--- config.mk ---
export PLATFORM = sky130hd
export DESIGN_NAME = rmma_mac
export DESIGN_NICKNAME = d
export VERILOG_FILES = /design/src/hw/rtl/rmma_pkg.sv /design/src/hw/rtl/rmma_mac.sv
export SDC_FILE = /design/constraint.sdc
export NUM_CORES = 2
export LEC_CHECK = 0
export BUFFER_PORTS_ARGS = -buffer_cell sky130_fd_sc_hd__buf_2
export CORE_ASPECT_RATIO = 1.4
export CORE_MARGIN = 10
export CORE_UTILIZATION = 42
export DETAILED_ROUTE_END_ITERATION = 8
export HOLD_SLACK_MARGIN = 0.15
export PLACE_DENSITY = 0.67
export SYNTH_ARGS = -nofsm -noshare
export SYNTH_HDL_FRONTEND = slang
export SYNTH_SLANG_ARGS = --single-unit
--- constraint.sdc ---
create_clock -name clk -period 16.6 [get_ports clk]
set_input_delay 3.32 -clock clk [delete_from_list [all_inputs] [get_ports clk]]
set_output_delay 3.32 -clock clk [all_outputs]
set_load 0.005 [all_outputs]
--- src/hw/rtl/rmma_pkg.sv ---
package rmma_pkg;

  localparam int DATA_W    = 16;
  localparam int IDX_W     = 3;
  localparam int DIM_W     = 4;
  localparam int REQ_W     = 2;
  localparam int CFG_IDX_W = 3;

  localparam logic [DIM_W-1:0]  DIM_RST   = 4'd8;
  localparam logic [DATA_W-1:0] ALPHA_RST = 16'h1000;
  localparam logic [DATA_W-1:0] BETA_RST  = 16'h0000;

  typedef enum logic [REQ_W-1:0] {
    REQ_LOAD_A = 2'd0,
    REQ_LOAD_B = 2'd1,
    REQ_LOAD_C = 2'd2,
    REQ_START  = 2'd3
  } rmma_req_t;

  typedef enum logic [CFG_IDX_W-1:0] {
    CFG_ROWS_M  = 3'd0,
    CFG_COLS_N  = 3'd1,
    CFG_INNER_K = 3'd2,
    CFG_ALPHA   = 3'd3,
    CFG_BETA    = 3'd4
  } rmma_cfg_t;

  typedef enum logic [2:0] {
    ST_IDLE,
    ST_RUN,
    ST_DRAIN,
    ST_SCALE,
    ST_EMIT
  } rmma_state_t;

  typedef struct packed {
    logic issue;
    logic clr;
    logic scale;
    logic use_c;
  } rmma_mac_ctl_t;

endpackage

--- src/hw/rtl/rmma_mac.sv ---
module rmma_mac #(
  parameter int MAX_DIM   = 8,
  parameter int FRAC_BITS = 12
) (
  input  logic                               clk,
  input  logic                               rst_n,
  input  rmma_pkg::rmma_mac_ctl_t            ctl,
  input  logic signed [rmma_pkg::DATA_W-1:0] a_i,
  input  logic signed [rmma_pkg::DATA_W-1:0] b_i,
  input  logic signed [rmma_pkg::DATA_W-1:0] c_i,
  input  logic signed [rmma_pkg::DATA_W-1:0] alpha_i,
  input  logic signed [rmma_pkg::DATA_W-1:0] beta_i,
  output logic signed [rmma_pkg::DATA_W-1:0] res_o,
  output logic                               sat_o
);
  import rmma_pkg::*;

  localparam int MUL_W  = 2 * DATA_W;
  localparam int ACC_W  = MUL_W + $clog2(MAX_DIM);
  localparam int DOTQ_W = ACC_W - FRAC_BITS;
  localparam int TA_W   = DATA_W + DOTQ_W;
  localparam int PROD_W = ACC_W + DATA_W;
  localparam int SUM_W  = PROD_W + 1;

  localparam logic signed [SUM_W-1:0] POS_LIM = SUM_W'(32767);
  localparam logic signed [SUM_W-1:0] NEG_LIM = SUM_W'(-32768);

  logic                     rd_v_r;
  logic                     prod_v_r;
  logic signed [MUL_W-1:0]  prod_r;
  logic signed [MUL_W-1:0]  prod_nxt;
  logic signed [ACC_W-1:0]  acc_r;
  logic signed [DOTQ_W-1:0] dotq;
  logic signed [TA_W-1:0]   ta_mul;
  logic signed [PROD_W-1:0] ta_r;
  logic signed [PROD_W-1:0] ta_nxt;
  logic signed [MUL_W-1:0]  tb_r;
  logic signed [MUL_W-1:0]  tb_nxt;
  logic signed [SUM_W-1:0]  sum;
  logic signed [SUM_W-1:0]  shr;

  // read data shows up in the cycle after the issue
  always_ff @(posedge clk) begin
    if (!rst_n) begin
      rd_v_r   <= 1'b0;
      prod_v_r <= 1'b0;
    end else begin
      rd_v_r   <= ctl.issue;
      prod_v_r <= rd_v_r;
    end
  end

  always_comb begin
    prod_nxt = MUL_W'(a_i) * MUL_W'(b_i);
    dotq     = DOTQ_W'(acc_r >>> FRAC_BITS);
    ta_mul   = alpha_i * dotq;
    ta_nxt   = PROD_W'(ta_mul);
    // drop old C entirely when beta is zero; it may never have been loaded
    tb_nxt   = ctl.use_c ? MUL_W'(beta_i) * MUL_W'(c_i) : '0;
  end

  always_ff @(posedge clk) begin
    prod_r <= prod_nxt;
    if (ctl.clr) begin
      acc_r <= '0;
    end else if (prod_v_r) begin
      acc_r <= acc_r + ACC_W'(prod_r);
    end
    if (ctl.scale) begin
      ta_r <= ta_nxt;
      tb_r <= tb_nxt;
    end
  end

  always_comb begin
    sum = SUM_W'(ta_r) + SUM_W'(tb_r);
    shr = sum >>> FRAC_BITS;
    if (shr > POS_LIM) begin
      res_o = 16'sh7fff;
      sat_o = 1'b1;
    end else if (shr < NEG_LIM) begin
      res_o = 16'sh8000;
      sat_o = 1'b1;
    end else begin
      res_o = shr[DATA_W-1:0];
      sat_o = 1'b0;
    end
  end

endmodule

==> results.json <==
{
  "grt-ovfl-total": 0,
  "crit_type": "in2reg",
  "antennaDiodeCount": 0,
  "vias_per_cell": 5.12,
  "avgSynthCellArea_sq_um": 9.29,
  "core_area_sq_um": 94200,
  "post_cts_buffers": 0,
  "fin_skew_ns": 0.0151,
  "period_share": 0.597,
  "hold_buffers": 0,
  "hold_violations": 0,
  "crit_path_start_kind": "primary input",
  "min_path_type": "reg2reg",
  "synth.top_cell.area_share": 0.443,
  "synth.yosys.warnings": 0,
  "dieArea_sq_um": 108000,
  "cp-end-kind": "flop",
  "antenna_found_initial": 1,
  "ant_nets": 0,
  "hold_path_end": "prod_v_r",
  "layout_min_cycle_time_ns": 9.92,
  "io_pins": 103,
  "numCtsBuffers": 17,
  "outcome": "completed",
  "portBuffers": 102,
  "routed-via-count": 28320,
  "slew_headroom": 0.190,
  "synth_edf_count": 71,
  "regToRegEndpoint": "ta_r[38]",
  "setup_viol": 0,
  "insertion_delay_ns": 0.44,
  "yosys_most_used_dff": "edfxtp_1",
  "worst_ep_arrival_time_ns": 10.11,
  "grt.total_usage": 0.179,
  "cts_root_buf": "clkbuf_16",
  "die_h_microns": 385,
  "path_clk_slew_ns": 0.07,
  "final_util": 0.448,
  "synth_nets": 5611,
  "yosysUniqueCellTypes": 87,
  "ys_seq_elements": 140,
  "cap_violations": 0,
  "routed_wl_mm": 93.0,
  "grt_pass1_wl_mm": 156,
  "row_count": 133,
  "final_cells": 5531,
  "hold_path_depth": 1,
  "finalSetupTns_ns": 0,
  "drive_gt1_frac": 0.0431,
  "grt_pass1_vias": 31464,
  "worstPathRequired_ns": 16.80,
  "synthToLayoutAreaGrowth_pct": 5.41,
  "design_area_sq_um": 42200,
  "drv_slew": 0,
  "place_congestion": 0.878,
  "cts_tree": "built",
  "start_util": 0.425,
  "cts_resized": 0,
  "synth_area_sq_um": 40000,
  "routedWlPerCell_microns": 16.8,
  "multi_input_area_sq_um": 32200,
  "drc": 0,
  "yosysMostFrequentCell": "inv_1",
  "fill_cells": 9142,
  "seqCellArea_sq_um": 3510,
  "ctsLongestPathBuffers": 2,
  "r2r_slack_ns": 9.05,
  "dp_cells": 5499,
  "drtIter0Drc": 1170,
  "synth_top_area_cell": "fa_1",
  "die_w_microns": 281,
  "tightest_slew_ns": 1.21,
  "grt_max_degree": 72,
  "hpwl_mm": 77.7,
  "nets": 5606,
  "ys_async_sr_fraction": 0,
  "max_freq_ghz": 0.101,
  "hp-start": "rd_v_r",
  "rsz0062_at_grt": "false",
  "reg2regPathDepth": 23,
  "seq_area_frac_synth": 0.0878,
  "critical_path.max_fanout": 16,
  "dpl_cell_area_sq_um": 41600,
  "synthTopCellsByArea": "fa_1 44%, ha_1 10%, inv_1 9.5%",
  "r2r-start": "acc_r[19]",
  "clock_sinks": 140,
  "ys_top_cells_by_count": "1009 x inv_1, 885 x fa_1, 542 x nand2_1",
  "firstDrtPassIters": 5,
  "htreeDepth": 4,
  "syn_inst": 4308
}
==> cells in the final DEF, fill, tap and decap left out, types with 5 or more instances in the layout <==
master / synthesis / routed
nor2_1: 143 / 143
ha_1: 332 / 332
fa_1: 885 / 885
and4_1: 5 / 5
or3_1: 13 / 13
nand4_1: 9 / 9
nor3_1: 25 / 25
or2_2: 6 / 6
mux2i_1: 30 / 30
buf_4: 0 / 13
and2_1: 365 / 365
edfxtp_1: 71 / 71
o21ai_2: 10 / 10
a211oi_1: 17 / 17
o21ai_1: 8 / 8
buf_2: 1 / 102
o21a_1: 21 / 21
o211ai_1: 11 / 11
a31oi_1: 9 / 9
xor2_1: 43 / 43
o31a_1: 5 / 5
o21bai_1: 14 / 14
clkbuf_16: 0 / 17
dfxtp_1: 69 / 68
a21oi_1: 115 / 115
nor2b_1: 13 / 13
o21ai_0: 56 / 56
a21o_1: 60 / 60
inv_1: 1009 / 1009
o31ai_1: 11 / 11
and3_1: 11 / 11
nand3_1: 21 / 21
nand2b_1: 38 / 38
xnor2_1: 116 / 116
o41ai_1: 5 / 5
nand2_1: 542 / 542
==> worst max-delay path, cell delays in order <==
cell and delay [ns]:
buf_2 0.20, and2_1 0.21, fa_1 0.53, inv_1 0.05, fa_1 0.53, inv_1 0.04
ha_1 0.16, inv_1 0.06, fa_1 0.44, fa_1 0.50, fa_1 0.49, inv_1 0.04
ha_1 0.20, a2111oi_0 0.45, o21ai_0 0.17, a31oi_1 0.29, o21bai_1 0.18, a2111oi_0 0.72
o31ai_1 0.29, a21oi_1 0.28, a311oi_1 0.18, a211oi_1 0.34, a21oi_1 0.13, xnor2_1 0.14
and2_1 0.16
==> cell families after synthesis <==
group	count (synthesis)	share of synthesized area
AO/OA/AOI/OAI	392	0.0662
XOR/XNOR	160	0.0355
adder cells (fa/ha/maj)	1217	0.546
buffers and inverters	1150	0.109
flip-flops	140	0.0878
multiplexers	32	0.00807
AND/OR/NAND/NOR	1217	0.147
==> how the worst max path moves through the flow <==
stage | startpoint | to | slack, ns
floorplan | beta_i[10] | tb_r[22] | 7.16
global placement | beta_i[6] | tb_r[31] | 6.33
detailed placement | beta_i[6] | tb_r[31] | 6.26
CTS | beta_i[6] | tb_r[31] | 6.69
global route | beta_i[6] | tb_r[31] | 6.21
finish | beta_i[6] | tb_r[31] | 6.68
==> area by class of cell <==
type,instances,area share
clock buffer,18,0.0102
clock inverter,14,0.00377
inverter,1011,0.0899
multi-input combinational,3018,0.762
sequential,140,0.0833
tap,1215,0.0360
timing repair buffer,115,0.0144
==> routing by layer <==
metal,track usage,part of all wire,up-vias,routed length (microns)
li1,-,-,12928,-
met1,0.195,0.37,14596,34400
met2,0.340,0.55,565,51000
met3,0.0215,0.032,229,2980
met4,0.0855,0.048,2,4500
met5,0,0.00014,-,13
==> stage by stage <==
step / worst slack (ns) / hold slack (ns)
final: 6.68 / 0.486
after global routing: 6.21 / 0.527
after CTS: 6.69 / 0.507
after detailed placement: 6.26 / 0.492
after global placement: 6.33 / 0.480
after floorplan: 7.16 / 0.412
==> registers in the layout, summed over array words and instances, names as in the netlist <==
register / cells
ta_r: 39
acc_r: 35
tb_r: 32
prod_r: 32
prod_v_r: 1
rd_v_r: 1
Power is left out: the tool's default activity adds up to more than one toggle a clock period on the data nets, which glitch-free logic cannot reach.
